$ cat config.mk
export PLATFORM = sky130hd
export DESIGN_NAME = temp_sensor_compensate_average
export DESIGN_NICKNAME = d
export VERILOG_FILES = /design/src/rtl/tsca_pkg.sv /design/src/rtl/tsca_mul.sv /design/src/rtl/tsca_digits.sv /design/src/rtl/temp_sensor_compensate_average.sv
export VERILOG_INCLUDE_DIRS = /design/src /design/src/rtl
export SDC_FILE = /design/constraint.sdc
export NUM_CORES = 2
export LEC_CHECK = 0
export BUFFER_PORTS_ARGS = -buffer_cell sky130_fd_sc_hd__buf_2
export CORE_MARGIN = 1.5
export CORE_UTILIZATION = 45
export DETAILED_ROUTE_END_ITERATION = 10
export GPL_TIMING_DRIVEN = 0
export SETUP_SLACK_MARGIN = 0.2
export SYNTH_ARGS = -nofsm -noshare
export SYNTH_HDL_FRONTEND = slang
export SYNTH_HIERARCHICAL = 1
export SYNTH_SLANG_ARGS = --single-unit
$ cat constraint.sdc
create_clock -name clk -period 10.09 [get_ports clk]
set_input_delay 1.5135 -clock clk [delete_from_list [all_inputs] [get_ports clk]]
set_output_delay 1.5135 -clock clk [all_outputs]
set_load 0.02 [all_outputs]
$ cat src/rtl/temp_sensor_compensate_average_assert.svh
// Assertion macros shared by the temperature compensation and averaging block.
`ifndef TEMP_SENSOR_COMPENSATE_AVERAGE_ASSERT_SVH
`define TEMP_SENSOR_COMPENSATE_AVERAGE_ASSERT_SVH

// A condition that must hold at every clock edge outside reset.
`define TSCA_ASSERT_HOLDS(lbl, cond, msg) \
	lbl: assert property (@(posedge clk) disable iff (!arst_n) (cond)) else $error(msg);

// A condition that must hold in the same cycle as its trigger.
`define TSCA_ASSERT_THEN(lbl, ante, cons, msg) \
	lbl: assert property (@(posedge clk) disable iff (!arst_n) (ante) |-> (cons)) \
		else $error(msg);

// A condition that must hold in the cycle after its trigger.
`define TSCA_ASSERT_NEXT(lbl, ante, cons, msg) \
	lbl: assert property (@(posedge clk) disable iff (!arst_n) (ante) |=> (cons)) \
		else $error(msg);

`endif

$ cat src/rtl/tsca_pkg.sv
// Types and constants of the temperature compensation and averaging block.
`timescale 1ns / 1ps

package tsca_pkg;

	// Field and datapath widths.
	localparam int RAW_W      = 20;
	localparam int CAL_W      = 16;
	localparam int DIFF_W     = 21;
	localparam int DD_W       = 41;
	localparam int DD_LO_W    = 21;
	localparam int MUL_W      = 32;
	localparam int PROD_W     = 64;
	localparam int ACC_W      = 58;
	localparam int Q_W        = 24;
	localparam int SUM_W      = 31;
	localparam int TENTHS_W   = 11;
	localparam int DIGIT_W    = 4;
	localparam int AVG_T_W    = 10;
	localparam int AVG_W_W    = 19;
	localparam int CFG_IDX_W  = 2;

	// Shift amounts of the compensation and averaging steps.
	localparam int T2_SHIFT    = 20;
	localparam int NUM_SHIFT   = 28;
	localparam int DIV5_SHIFT  = 33;
	localparam int RECIP_SHIFT = 26;
	localparam int Q_FRAC      = 16;

	// Default number of samples averaged.
	localparam int SAMPLE_COUNT_DEF = 8;

	// Division by five: the dividend is biased positive by a multiple of five.
	localparam logic [SUM_W-1:0]        DIV5_BIAS  = SUM_W'(5 * (2 ** 27));
	localparam logic signed [MUL_W-1:0] DIV5_QBIAS = MUL_W'(2 ** 27);
	localparam logic signed [MUL_W-1:0] DIV5_RECIP = MUL_W'(1717986919);

	// Clamp limits in Q8.16.
	localparam logic signed [MUL_W-1:0] T_MIN = -MUL_W'(40 * 65536);
	localparam logic signed [MUL_W-1:0] T_MAX = MUL_W'(85 * 65536);

	// Rounding constant of 0.05 degree for one value scaled by ten.
	localparam logic [26:0] HALF_TENTH = 27'd32768;

	// Configuration register indexes.
	localparam logic [CFG_IDX_W-1:0] REG_CALIB_T1    = 2'd0;
	localparam logic [CFG_IDX_W-1:0] REG_CALIB_T2    = 2'd1;
	localparam logic [CFG_IDX_W-1:0] REG_CALIB_T3    = 2'd2;
	localparam logic [CFG_IDX_W-1:0] REG_TEMP_OFFSET = 2'd3;

	// Sequencer states.
	typedef enum logic [3:0] {
		S_IDLE,
		S_MUL_DD,
		S_MUL_T2,
		S_MUL_LO,
		S_MUL_HI,
		S_ACC_HI,
		S_DIV5,
		S_CLAMP,
		S_AVG_MUL,
		S_DIGITS,
		S_FINISH
	} state_t;

	// Operands handed to the shared multiplier.
	typedef struct packed {
		logic                    en;
		logic signed [MUL_W-1:0] a;
		logic signed [MUL_W-1:0] b;
	} mul_op_t;

	// Average as sign and three decimal digits.
	typedef struct packed {
		logic               neg;
		logic [DIGIT_W-1:0] tens;
		logic [DIGIT_W-1:0] units;
		logic [DIGIT_W-1:0] decimal;
	} avg_digits_t;

endpackage

$ cat src/rtl/tsca_mul.sv
// Shared signed multiplier with a registered product.
`timescale 1ns / 1ps

module tsca_mul (
	input  logic                                   clk,
	input  tsca_pkg::mul_op_t                      op,
	output logic signed [tsca_pkg::PROD_W-1:0]     prod_q
);

	// Product register, loaded whenever the sequencer issues operands.
	always_ff @(posedge clk) begin
		if (op.en) begin
			prod_q <= tsca_pkg::PROD_W'(op.a) * tsca_pkg::PROD_W'(op.b);
		end
	end

endmodule

$ cat src/rtl/tsca_digits.sv
// Splits the average in tenths into sign and three decimal digits.
`timescale 1ns / 1ps

module tsca_digits (
	input  logic [tsca_pkg::AVG_T_W-1:0] avg_tenths,
	input  logic                         sum_neg,
	output tsca_pkg::avg_digits_t        digits
);

	logic [17:0] prod_t;
	logic [6:0]  whole;
	logic [14:0] prod_w;
	logic [3:0]  tens;
	logic [9:0]  dec_full;
	logic [6:0]  units_full;

	// Division by ten through the reciprocal 205/2048, exact below 1029.
	always_comb begin
		prod_t     = 18'(avg_tenths) * 18'd205;
		whole      = prod_t[17:11];
		prod_w     = 15'(whole) * 15'd205;
		tens       = prod_w[14:11];
		dec_full   = avg_tenths - 10'(whole) * 10'd10;
		units_full = whole - 7'(tens) * 7'd10;

		digits.neg     = sum_neg && (avg_tenths != '0);
		digits.tens    = tens;
		digits.units   = units_full[3:0];
		digits.decimal = dec_full[3:0];
	end

endmodule

$ cat src/rtl/temp_sensor_compensate_average.sv
// Top level of the temperature compensation and averaging block.
`timescale 1ns / 1ps
`include "temp_sensor_compensate_average_assert.svh"

// Each raw reading is accepted while idle and steps through the multiply,
// accumulate, division and clamp states before the next is accepted; one that
// finds SAMPLE_COUNT samples stored also takes the averaging states, reports
// the average and restarts the store. A stalled output holds the finish state.
// One 32x32 signed multiplier serves d*d, d*T2, both halves of d*d*T3, the
// division by five and the division of the running sum by SAMPLE_COUNT. One
// result item leaves for every input item; calibration registers are taken
// at any time with no wait states and must only change while idle.
module temp_sensor_compensate_average #(
	parameter int SAMPLE_COUNT = tsca_pkg::SAMPLE_COUNT_DEF
) (
	input  logic                                    clk,
	input  logic                                    arst_n,
	// Configuration write channel.
	input  logic                                    cfg_valid,
	output logic                                    cfg_ready,
	input  logic [tsca_pkg::CFG_IDX_W-1:0]          cfg_index,
	input  logic [tsca_pkg::CAL_W-1:0]              cfg_data,
	// Input channel.
	input  logic                                    in_valid,
	output logic                                    in_ready,
	input  logic [tsca_pkg::RAW_W-1:0]              raw_temperature,
	// Output channel.
	output logic                                    out_valid,
	input  logic                                    out_ready,
	output logic signed [tsca_pkg::TENTHS_W-1:0]    current_tenths,
	output logic                                    avg_ready,
	output logic                                    avg_negative,
	output logic [tsca_pkg::DIGIT_W-1:0]            avg_tens,
	output logic [tsca_pkg::DIGIT_W-1:0]            avg_units,
	output logic [tsca_pkg::DIGIT_W-1:0]            avg_decimal
);

	localparam int CNT_W = $clog2(SAMPLE_COUNT + 1);
	localparam logic [CNT_W-1:0] CNT_FULL = CNT_W'(SAMPLE_COUNT);
	localparam logic [CNT_W-1:0] CNT_ONE  = CNT_W'(1);
	localparam logic signed [tsca_pkg::MUL_W-1:0] RECIP_N =
		tsca_pkg::MUL_W'((2 ** tsca_pkg::RECIP_SHIFT + SAMPLE_COUNT - 1) / SAMPLE_COUNT);
	localparam logic [34:0] HALF_N = 35'(32768 * SAMPLE_COUNT);

	// Calibration registers.
	logic [tsca_pkg::CAL_W-1:0]        t1_q;
	logic signed [tsca_pkg::CAL_W-1:0] t2_q;
	logic signed [tsca_pkg::CAL_W-1:0] t3_q;
	logic signed [tsca_pkg::CAL_W-1:0] off_q;

	// Sequencer and datapath registers.
	tsca_pkg::state_t                   state_q, state_d;
	tsca_pkg::mul_op_t                  mul_op;
	logic signed [tsca_pkg::PROD_W-1:0] prod_q;
	logic signed [tsca_pkg::DIFF_W-1:0] d_q;
	logic [tsca_pkg::DD_W-1:0]          dd_q;
	logic signed [tsca_pkg::ACC_W-1:0]  acc_q;
	logic signed [tsca_pkg::Q_W-1:0]    v_q;
	logic [tsca_pkg::AVG_W_W-1:0]       w_q;
	logic                               neg_q;
	logic signed [tsca_pkg::SUM_W-1:0]  sum_q;
	logic [CNT_W-1:0]                   count_q;
	tsca_pkg::avg_digits_t              last_q;

	// Output registers.
	logic                                 out_valid_q;
	logic signed [tsca_pkg::TENTHS_W-1:0] cur_q;
	logic                                 avg_ready_q;
	tsca_pkg::avg_digits_t                out_digits_q;

	// Intermediate values.
	logic [tsca_pkg::SUM_W-1:0]          div5_y;
	logic signed [tsca_pkg::MUL_W-1:0]   comp_t;
	logic signed [tsca_pkg::MUL_W-1:0]   comp_clamped;
	logic [tsca_pkg::SUM_W-1:0]          sum_mag;
	logic [34:0]                         sum_scaled;
	logic [tsca_pkg::AVG_T_W-1:0]        avg_tenths;
	tsca_pkg::avg_digits_t               avg_digits;
	logic [tsca_pkg::Q_W-1:0]            v_mag;
	logic [26:0]                         v_scaled;
	logic [tsca_pkg::AVG_T_W-1:0]        cur_mag;
	logic signed [tsca_pkg::TENTHS_W-1:0] cur_val;
	logic                                full;
	logic                                fin_fire;

	assign cfg_ready = 1'b1;

	// Calibration register writes.
	always_ff @(posedge clk or negedge arst_n) begin
		if (!arst_n) begin
			t1_q  <= '0;
			t2_q  <= '0;
			t3_q  <= '0;
			off_q <= '0;
		end else if (cfg_valid) begin
			unique case (cfg_index)
				tsca_pkg::REG_CALIB_T1:    t1_q  <= cfg_data;
				tsca_pkg::REG_CALIB_T2:    t2_q  <= cfg_data;
				tsca_pkg::REG_CALIB_T3:    t3_q  <= cfg_data;
				tsca_pkg::REG_TEMP_OFFSET: off_q <= cfg_data;
				default: ;
			endcase
		end
	end

	// Shared multiplier.
	tsca_mul u_mul (
		.clk    (clk),
		.op     (mul_op),
		.prod_q (prod_q)
	);

	// Digit split of the average.
	assign avg_tenths = prod_q[tsca_pkg::RECIP_SHIFT +: tsca_pkg::AVG_T_W];

	tsca_digits u_digits (
		.avg_tenths (avg_tenths),
		.sum_neg    (neg_q),
		.digits     (avg_digits)
	);

	// Biased compensation numerator for the division by five.
	assign div5_y = {acc_q[tsca_pkg::ACC_W-1], acc_q[tsca_pkg::ACC_W-1:tsca_pkg::NUM_SHIFT]}
		+ tsca_pkg::DIV5_BIAS;

	// Quotient, offset and clamp of the compensated value.
	always_comb begin
		comp_t = $signed({1'b0, prod_q[tsca_pkg::PROD_W-1:tsca_pkg::DIV5_SHIFT]})
			- tsca_pkg::DIV5_QBIAS
			+ tsca_pkg::MUL_W'($signed({off_q, 8'b0}));
		if (comp_t < tsca_pkg::T_MIN) begin
			comp_clamped = tsca_pkg::T_MIN;
		end else if (comp_t > tsca_pkg::T_MAX) begin
			comp_clamped = tsca_pkg::T_MAX;
		end else begin
			comp_clamped = comp_t;
		end
	end

	// Ten times the sum magnitude, rounded and scaled down to whole tenths times N.
	always_comb begin
		sum_mag    = sum_q[tsca_pkg::SUM_W-1] ? tsca_pkg::SUM_W'(-sum_q) : sum_q;
		sum_scaled = {1'b0, sum_mag, 3'b0} + {3'b0, sum_mag, 1'b0} + HALF_N;
	end

	// Current value in tenths, rounded on the magnitude.
	always_comb begin
		v_mag    = v_q[tsca_pkg::Q_W-1] ? tsca_pkg::Q_W'(-v_q) : v_q;
		v_scaled = {v_mag[23:0], 3'b0} + {2'b0, v_mag[23:0], 1'b0} + tsca_pkg::HALF_TENTH;
		cur_mag  = v_scaled[tsca_pkg::Q_FRAC +: tsca_pkg::AVG_T_W];
		cur_val  = v_q[tsca_pkg::Q_W-1] ? -tsca_pkg::TENTHS_W'(cur_mag)
			: tsca_pkg::TENTHS_W'(cur_mag);
	end

	assign full     = (count_q == CNT_FULL);
	assign fin_fire = (state_q == tsca_pkg::S_FINISH) && (!out_valid_q || out_ready);

	// State register.
	always_ff @(posedge clk or negedge arst_n) begin
		if (!arst_n) begin
			state_q <= tsca_pkg::S_IDLE;
		end else begin
			state_q <= state_d;
		end
	end

	// Next state and multiplier operands.
	always_comb begin
		state_d   = state_q;
		in_ready  = 1'b0;
		mul_op.en = 1'b0;
		mul_op.a  = '0;
		mul_op.b  = '0;
		unique case (state_q)
			tsca_pkg::S_IDLE: begin
				in_ready = 1'b1;
				if (in_valid) begin
					state_d = tsca_pkg::S_MUL_DD;
				end
			end
			tsca_pkg::S_MUL_DD: begin
				mul_op.en = 1'b1;
				mul_op.a  = tsca_pkg::MUL_W'(d_q);
				mul_op.b  = tsca_pkg::MUL_W'(d_q);
				state_d   = tsca_pkg::S_MUL_T2;
			end
			tsca_pkg::S_MUL_T2: begin
				mul_op.en = 1'b1;
				mul_op.a  = tsca_pkg::MUL_W'(d_q);
				mul_op.b  = tsca_pkg::MUL_W'(t2_q);
				state_d   = tsca_pkg::S_MUL_LO;
			end
			tsca_pkg::S_MUL_LO: begin
				mul_op.en = 1'b1;
				mul_op.a  = tsca_pkg::MUL_W'(dd_q[tsca_pkg::DD_LO_W-1:0]);
				mul_op.b  = tsca_pkg::MUL_W'(t3_q);
				state_d   = tsca_pkg::S_MUL_HI;
			end
			tsca_pkg::S_MUL_HI: begin
				mul_op.en = 1'b1;
				mul_op.a  = tsca_pkg::MUL_W'(dd_q[tsca_pkg::DD_W-1:tsca_pkg::DD_LO_W]);
				mul_op.b  = tsca_pkg::MUL_W'(t3_q);
				state_d   = tsca_pkg::S_ACC_HI;
			end
			tsca_pkg::S_ACC_HI: begin
				state_d = tsca_pkg::S_DIV5;
			end
			tsca_pkg::S_DIV5: begin
				mul_op.en = 1'b1;
				mul_op.a  = $signed({1'b0, div5_y});
				mul_op.b  = tsca_pkg::DIV5_RECIP;
				state_d   = tsca_pkg::S_CLAMP;
			end
			tsca_pkg::S_CLAMP: begin
				state_d = full ? tsca_pkg::S_AVG_MUL : tsca_pkg::S_FINISH;
			end
			tsca_pkg::S_AVG_MUL: begin
				mul_op.en = 1'b1;
				mul_op.a  = tsca_pkg::MUL_W'(w_q);
				mul_op.b  = RECIP_N;
				state_d   = tsca_pkg::S_DIGITS;
			end
			tsca_pkg::S_DIGITS: begin
				state_d = tsca_pkg::S_FINISH;
			end
			tsca_pkg::S_FINISH: begin
				if (!out_valid_q || out_ready) begin
					state_d = tsca_pkg::S_IDLE;
				end
			end
			default: begin
				state_d = tsca_pkg::S_IDLE;
			end
		endcase
	end

	// Datapath registers stepped by the sequencer.
	always_ff @(posedge clk) begin
		unique case (state_q)
			tsca_pkg::S_IDLE: begin
				d_q <= tsca_pkg::DIFF_W'(raw_temperature) - tsca_pkg::DIFF_W'({t1_q, 4'b0});
			end
			tsca_pkg::S_MUL_T2: begin
				dd_q <= prod_q[tsca_pkg::DD_W-1:0];
			end
			tsca_pkg::S_MUL_LO: begin
				acc_q <= {prod_q[tsca_pkg::ACC_W-tsca_pkg::T2_SHIFT-1:0],
					{tsca_pkg::T2_SHIFT{1'b0}}};
			end
			tsca_pkg::S_MUL_HI: begin
				acc_q <= acc_q + prod_q[tsca_pkg::ACC_W-1:0];
			end
			tsca_pkg::S_ACC_HI: begin
				acc_q <= acc_q + {prod_q[tsca_pkg::ACC_W-tsca_pkg::DD_LO_W-1:0],
					{tsca_pkg::DD_LO_W{1'b0}}};
			end
			tsca_pkg::S_CLAMP: begin
				v_q   <= comp_clamped[tsca_pkg::Q_W-1:0];
				w_q   <= sum_scaled[34:tsca_pkg::Q_FRAC];
				neg_q <= sum_q[tsca_pkg::SUM_W-1];
			end
			default: ;
		endcase
	end

	// Running sum, sample count and the last reported average.
	always_ff @(posedge clk or negedge arst_n) begin
		if (!arst_n) begin
			sum_q   <= '0;
			count_q <= '0;
			last_q  <= '0;
		end else begin
			if (state_q == tsca_pkg::S_DIGITS) begin
				last_q <= avg_digits;
			end
			if (fin_fire) begin
				if (full) begin
					sum_q   <= tsca_pkg::SUM_W'(v_q);
					count_q <= CNT_ONE;
				end else begin
					sum_q   <= sum_q + tsca_pkg::SUM_W'(v_q);
					count_q <= count_q + CNT_ONE;
				end
			end
		end
	end

	// Output valid flag.
	always_ff @(posedge clk or negedge arst_n) begin
		if (!arst_n) begin
			out_valid_q <= 1'b0;
		end else if (fin_fire) begin
			out_valid_q <= 1'b1;
		end else if (out_ready) begin
			out_valid_q <= 1'b0;
		end
	end

	// Output payload, loaded as the sequencer finishes an item.
	always_ff @(posedge clk) begin
		if (fin_fire) begin
			cur_q        <= cur_val;
			avg_ready_q  <= full;
			out_digits_q <= last_q;
		end
	end

	assign out_valid      = out_valid_q;
	assign current_tenths = cur_q;
	assign avg_ready      = avg_ready_q;
	assign avg_negative   = out_digits_q.neg;
	assign avg_tens       = out_digits_q.tens;
	assign avg_units      = out_digits_q.units;
	assign avg_decimal    = out_digits_q.decimal;

	// Checks on the sequencer and the result values.
	`TSCA_ASSERT_HOLDS(a_count_bound, count_q <= CNT_FULL, "sample count beyond store depth")
	`TSCA_ASSERT_NEXT(a_avg_restart, fin_fire && full,
		out_valid && avg_ready && (count_q == CNT_ONE), "average item did not restart store")
	`TSCA_ASSERT_THEN(a_neg_nonzero, out_valid && avg_negative,
		(avg_tens != '0) || (avg_units != '0) || (avg_decimal != '0),
		"negative sign on a zero average")
	`TSCA_ASSERT_THEN(a_tenths_range, out_valid,
		(current_tenths >= -11'sd400) && (current_tenths <= 11'sd850),
		"current temperature outside clamp range")

endmodule

Word level (Yosys, flattened, before mapping)
Index checks and enable logic that the tools add are counted.
- add/subtract/negate cells: 17
- $mul: 5
- $lt $le $gt $ge: 2
- equality and inequality tests: 16
- muxes and demuxes: 15
- reduce and logical (&&, ||, !) cells: 15
- operator list (kind ; number):
    $pmux 65 s6 ; 1
    $pmux 58 s3 ; 1
    $add 58x58->58 ; 2
    $mul 32x32->64 ; 1
    $mux 31 ; 2
    $mux 24 ; 2
    $pmux 4 s11 ; 1
    $add 34x32->35 ; 1
    $add 35x19->35 const B ; 1
    $add 32x24->32 ; 1
    $gt 32x24->1 const B ; 1
    $lt 32x23->1 const B ; 1
    $sub 31x28->32 const B ; 1
    $add 31x24->31 ; 1
    $add 31x30->31 const B ; 1
    $neg 31->31 ; 1
    $add 26x16->26 const B ; 1
    $add 26x25->26 ; 1
    $neg 24->24 ; 1
    $sub 20x20->21 ; 1
    $mul 10x8->18 const B ; 1
    $eq 4x3->1 const B ; 4
    $eq 4x4->1 const B ; 4
    $mul 7x8->15 const B ; 1
    other kinds (25) ; 37
- register bits after elaboration: 370
- input bits: 43

Depth between registers and ports, before layout
- word-level depth: 6
- depth in mapped cells: 36
- gate-level depth less buffers: 36

By module
The synthesis kept the hierarchy.
- by module, submodules not included (module ; times used ; cells each ; area an instance (sq um) ; sequential area each (sq um)):
    tsca_mul ; 1 ; 3909 ; 37975.2 ; 1921.8
    temp_sensor_compensate_average ; 1 ; 2570 ; 24265.8 ; 8603.3
    tsca_digits ; 1 ; 287 ; 2556.2 ; 0.0

Least setup slack after synthesis
No wires, ideal clock.
- kind: register to register
- start point: reg state_q[2]
- end point: reg u_mul/prod_q[61] (netlist bit) (data pin)
- setup time: 0.262 ns
- data arrival time: 9.732 ns
- required time: 9.828 ns
- path slack: 0.097 ns
- cell stages (with the launch flop): 33
- path through: dfrtp_1 clkbuf_1 nor3_1 clkbuf_1 a222oi_1 inv_1 clkbuf_1 and2_1 fa_1 inv_1 fa_1 inv_1 fa_1 fa_1 inv_1 fa_1 inv_1 fa_1 inv_1 fa_1 inv_1 fa_1 ha_1 clkbuf_1 a21o_1 a21o_1 a21oi_1 nor2_1 o21ai_0 nand2b_1 a221oi_1 o21ai_1 xor2_1
- RTL lines (item ; RTL line ; RTL):
    from (decl) ; temp_sensor_compensate_average.sv:52 ; tsca_pkg::state_t state_q, state_d;
    from (signal assigned) ; temp_sensor_compensate_average.sv:161 ; state_q <= tsca_pkg::S_IDLE;
    from (signal assigned) ; temp_sensor_compensate_average.sv:163 ; state_q <= state_d;
    to (signal assigned) ; tsca_mul.sv:13 ; prod_q <= tsca_pkg::PROD_W'(op.a) * tsca_pkg::PROD_W'(op.b);
    to (decl) ; tsca_mul.sv:7 ; output logic signed [tsca_pkg::PROD_W-1:0] prod_q

==> flow_summary.json <==
{
  "status": "finished clean",
  "die_w_microns": 382,
  "syn-instance-count": 6766,
  "gp_congestion": 1.04,
  "vias": 51400,
  "ctsHtreeMaxLevel": 2,
  "grt_pass1_wl_microns": 340000,
  "drtIter0Drc": 5048,
  "grt_start_max_net_pins": 63,
  "tightestPinTransition_ns": 1.35,
  "root_buffer": "clkbuf_16",
  "rows": 139,
  "synthFlopType": "edfxtp_1",
  "ys_types": 101,
  "crit_slowest_cell": "clkbuf_1",
  "crit_fanout": 10,
  "antenna_found_initial": 31,
  "grt_usage_pct": 31.8,
  "syn_area_per_cell_sq_um": 9.58,
  "hold_violations": 0,
  "drv_cap": 0,
  "nets": 8656,
  "post_drt_via_cell_ratio": 5.77,
  "ys_seq_area_share_pct": 16.2,
  "fillers": 13400,
  "drive_above_1_share_pct": 9.27,
  "grt_setup_unrepaired": "no",
  "cts_tree": "yes",
  "wl_per_cell_microns": 26.1,
  "cts_buffers": 42,
  "synth_area_sq_um": 64800,
  "wirelength_microns": 232000,
  "cts.clk_slew.worst_paths_ns": 0.06,
  "hp-class": "reg -> reg",
  "synth_edf_count": 253,
  "grt-ovfl-total": 0,
  "core_area_sq_um": 143000,
  "cp-start-kind": "register",
  "path_class": "reg -> reg",
  "yosys_warnings": 6,
  "grt_pass1_vias": 51900,
  "slowest_delay_ns": 0.78,
  "drc": 0,
  "finalSetupTns_ns": 0,
  "dieArea_sq_um": 146000,
  "clock-sinks": 370,
  "cp.arrival_ns": 10.10,
  "port-buffer-count": 69,
  "initial_core_util_pct": 45.2,
  "ant_nets": 0,
  "io_pins": 71,
  "required_ns": 10.41,
  "dr.pass1.iters": 8,
  "finalMaxSlewViolations": 0,
  "clk_latency_ns": 0.60,
  "clk_path_buf_depth": 3,
  "synth_nets": 8476,
  "end_kind": "register",
  "finalSetupViolCount": 0,
  "finalCriticalPeriod_ns": 9.78,
  "synthArstFlopShare_pct": 31.6,
  "ys_seq_elements": 370,
  "area_growth_pct": 9.43,
  "fin_crit_sh_pct": 97.0,
  "dp_hpwl_microns": 187000,
  "die_h_microns": 382,
  "clock_skew_ns": 0.0178,
  "cp_common_cell": "fa_1",
  "relSlewSlack_pct": 9.90,
  "fmax_mhz": 102
}
routing by layer:
| layer | global-route usage, % | wire length, microns | part of all wire, % | up-vias |
|---|---|---|---|---|
| li1 | - | - | - | 22200 |
| met1 | 42.8 | 93900 | 40 | 26000 |
| met2 | 46.8 | 98600 | 42 | 2484 |
| met3 | 8.41 | 25100 | 11 | 667 |
| met4 | 16.7 | 14700 | 6.3 | 16 |
| met5 | 0 | 106 | 0.046 | - |
repair_timing:
action	CTS	global route
gates cloned	1	2
resized for setup	356	153
setup buffers	30	25
endpoints found under the setup margin	52	32
hold buffers	0	0
pin swaps	14	33
Yosys cell counts, types with 85 or more instances:
cell | count | area share [%]
a21o_1 | 129 | 1.5
xor2_1 | 102 | 1.4
and2_1 | 548 | 5.3
a21oi_1 | 249 | 1.9
edfxtp_1 | 253 | 12
nor2_1 | 225 | 1.3
inv_1 | 1129 | 6.5
o21ai_0 | 204 | 1.6
ha_1 | 555 | 11
nand2_1 | 752 | 4.4
xnor2_1 | 205 | 2.8
fa_1 | 1112 | 34
clkbuf_1 | 283 | 1.6
dfrtp_1 | 117 | 4.5
nand3_1 | 85 | 0.66
kinds of logic (layout without fill, tap and decap cells):
| kind of cell | after synthesis | in the layout | synth area share [%] |
|---|---|---|---|
| AND/OR/NAND/NOR | 1904 | 1904 | 14.6 |
| adder cells (fa/ha/maj) | 1667 | 1667 | 45.1 |
| buffers and inverters | 1428 | 1641 | 8.29 |
| AO/OA/AOI/OAI | 1015 | 1015 | 10.4 |
| flip-flops | 370 | 370 | 16.2 |
| XOR/XNOR | 309 | 309 | 4.21 |
| multiplexers | 72 | 72 | 1.25 |
| other | 1 | 18 | 0.00579 |
cells in the final DEF, fill, tap and decap left out, drive strengths merged, types with 14 or more instances in the layout:
cell	synthesis	final
inv	1130	1128
fa	1112	1112
nand2	752	752
ha	555	555
and2	548	548
clkbuf	284	319
edfxtp	253	253
a21oi	253	253
nor2	225	225
o21ai	225	225
xnor2	206	206
buf	12	165
a21o	130	130
dfrtp	117	117
xor2	102	102
nand3	86	86
a22oi	66	66
mux2	63	63
nor3	55	55
nand2b	45	45
o21a	44	44
nor2b	44	44
a31oi	35	35
nand4	34	34
a211oi	30	30
o21bai	29	29
o31ai	29	29
and3	22	22
diode	0	17
o211ai	16	16
nor4	16	16
or2	15	15
or3	15	15
or4	15	15
clkinv	2	14
final cells by class:
type                       count  area, sq um  share of cell area, %
timing repair inverter         1         7.51                 0.0106
clock inverter                23          284                  0.401
multi-input combinational   4968        49500                   69.8
tap                         1903         2380                   3.36
inverter                    1132         4270                   6.02
clock buffer                  54         1160                   1.63
sequential                   370        10500                   14.8
buffer                       296         1730                   2.44
timing repair buffer         135         1000                   1.41
antenna                       17         42.5                 0.0600
flip-flops by register name, indices dropped and copies added, names as in the netlist, 11 cells and up:
signal,count
d_q,21
last_q,13
t1_q,16
acc_q,58
v_q,24
t3_q,16
current_tenths,11
sum_q,31
dd_q,41
u_mul/prod_q,64
off_q,16
t2_q,16
w_q,19
through the flow:
stage               setup slack, ns  instances  area [sq um]  hold WS [ns]  util (%)
floorplan                     0.732       6766         64800         0.421         -
global placement              -2.78       8738         67500         0.434      47.1
detailed placement            -2.93       8747         67700         0.434      47.3
CTS                           0.206       8855         70200         0.444      49.0
global route                  0.151       8882         70900         0.461      49.5
finish                        0.307       8899         70900         0.443      49.5
worst max-delay path: cells and delay by family, from the launching register on:
kind | cells | cell delay (ns)
buffers and inverters | 4 | 1.23
DFF | 1 | 0.47
xor gates and xnor gates | 1 | 0.12
AOI/OAI and AO/OA | 8 | 1.83
adders and majority gates | 9 | 3.84
and+or+nand+nor | 6 | 1.99
path summary, 6_finish.rpt:
| path | to | slack [ns] | cells past startpoint | from |
|---|---|---|---|---|
| worst min register to register | avg_tens[0] | 0.44 | 0 | last_q[8] |
| min in group asynchronous | sum_q[4] | 0.88 | 1 | arst_n |
| max in group asynchronous | state_q[1] | 8.44 | 2 | arst_n |
| worst max-delay path | u_mul/prod_q[56] | 0.31 | 28 | state_q[3] |
| worst max register to register | u_mul/prod_q[56] | 0.31 | 28 | state_q[3] |
| worst min-delay path | avg_tens[0] | 0.44 | 0 | last_q[8] |
Power is not shown: default switching activity piles up to over one toggle a cycle in this logic, so the estimate is an artifact.
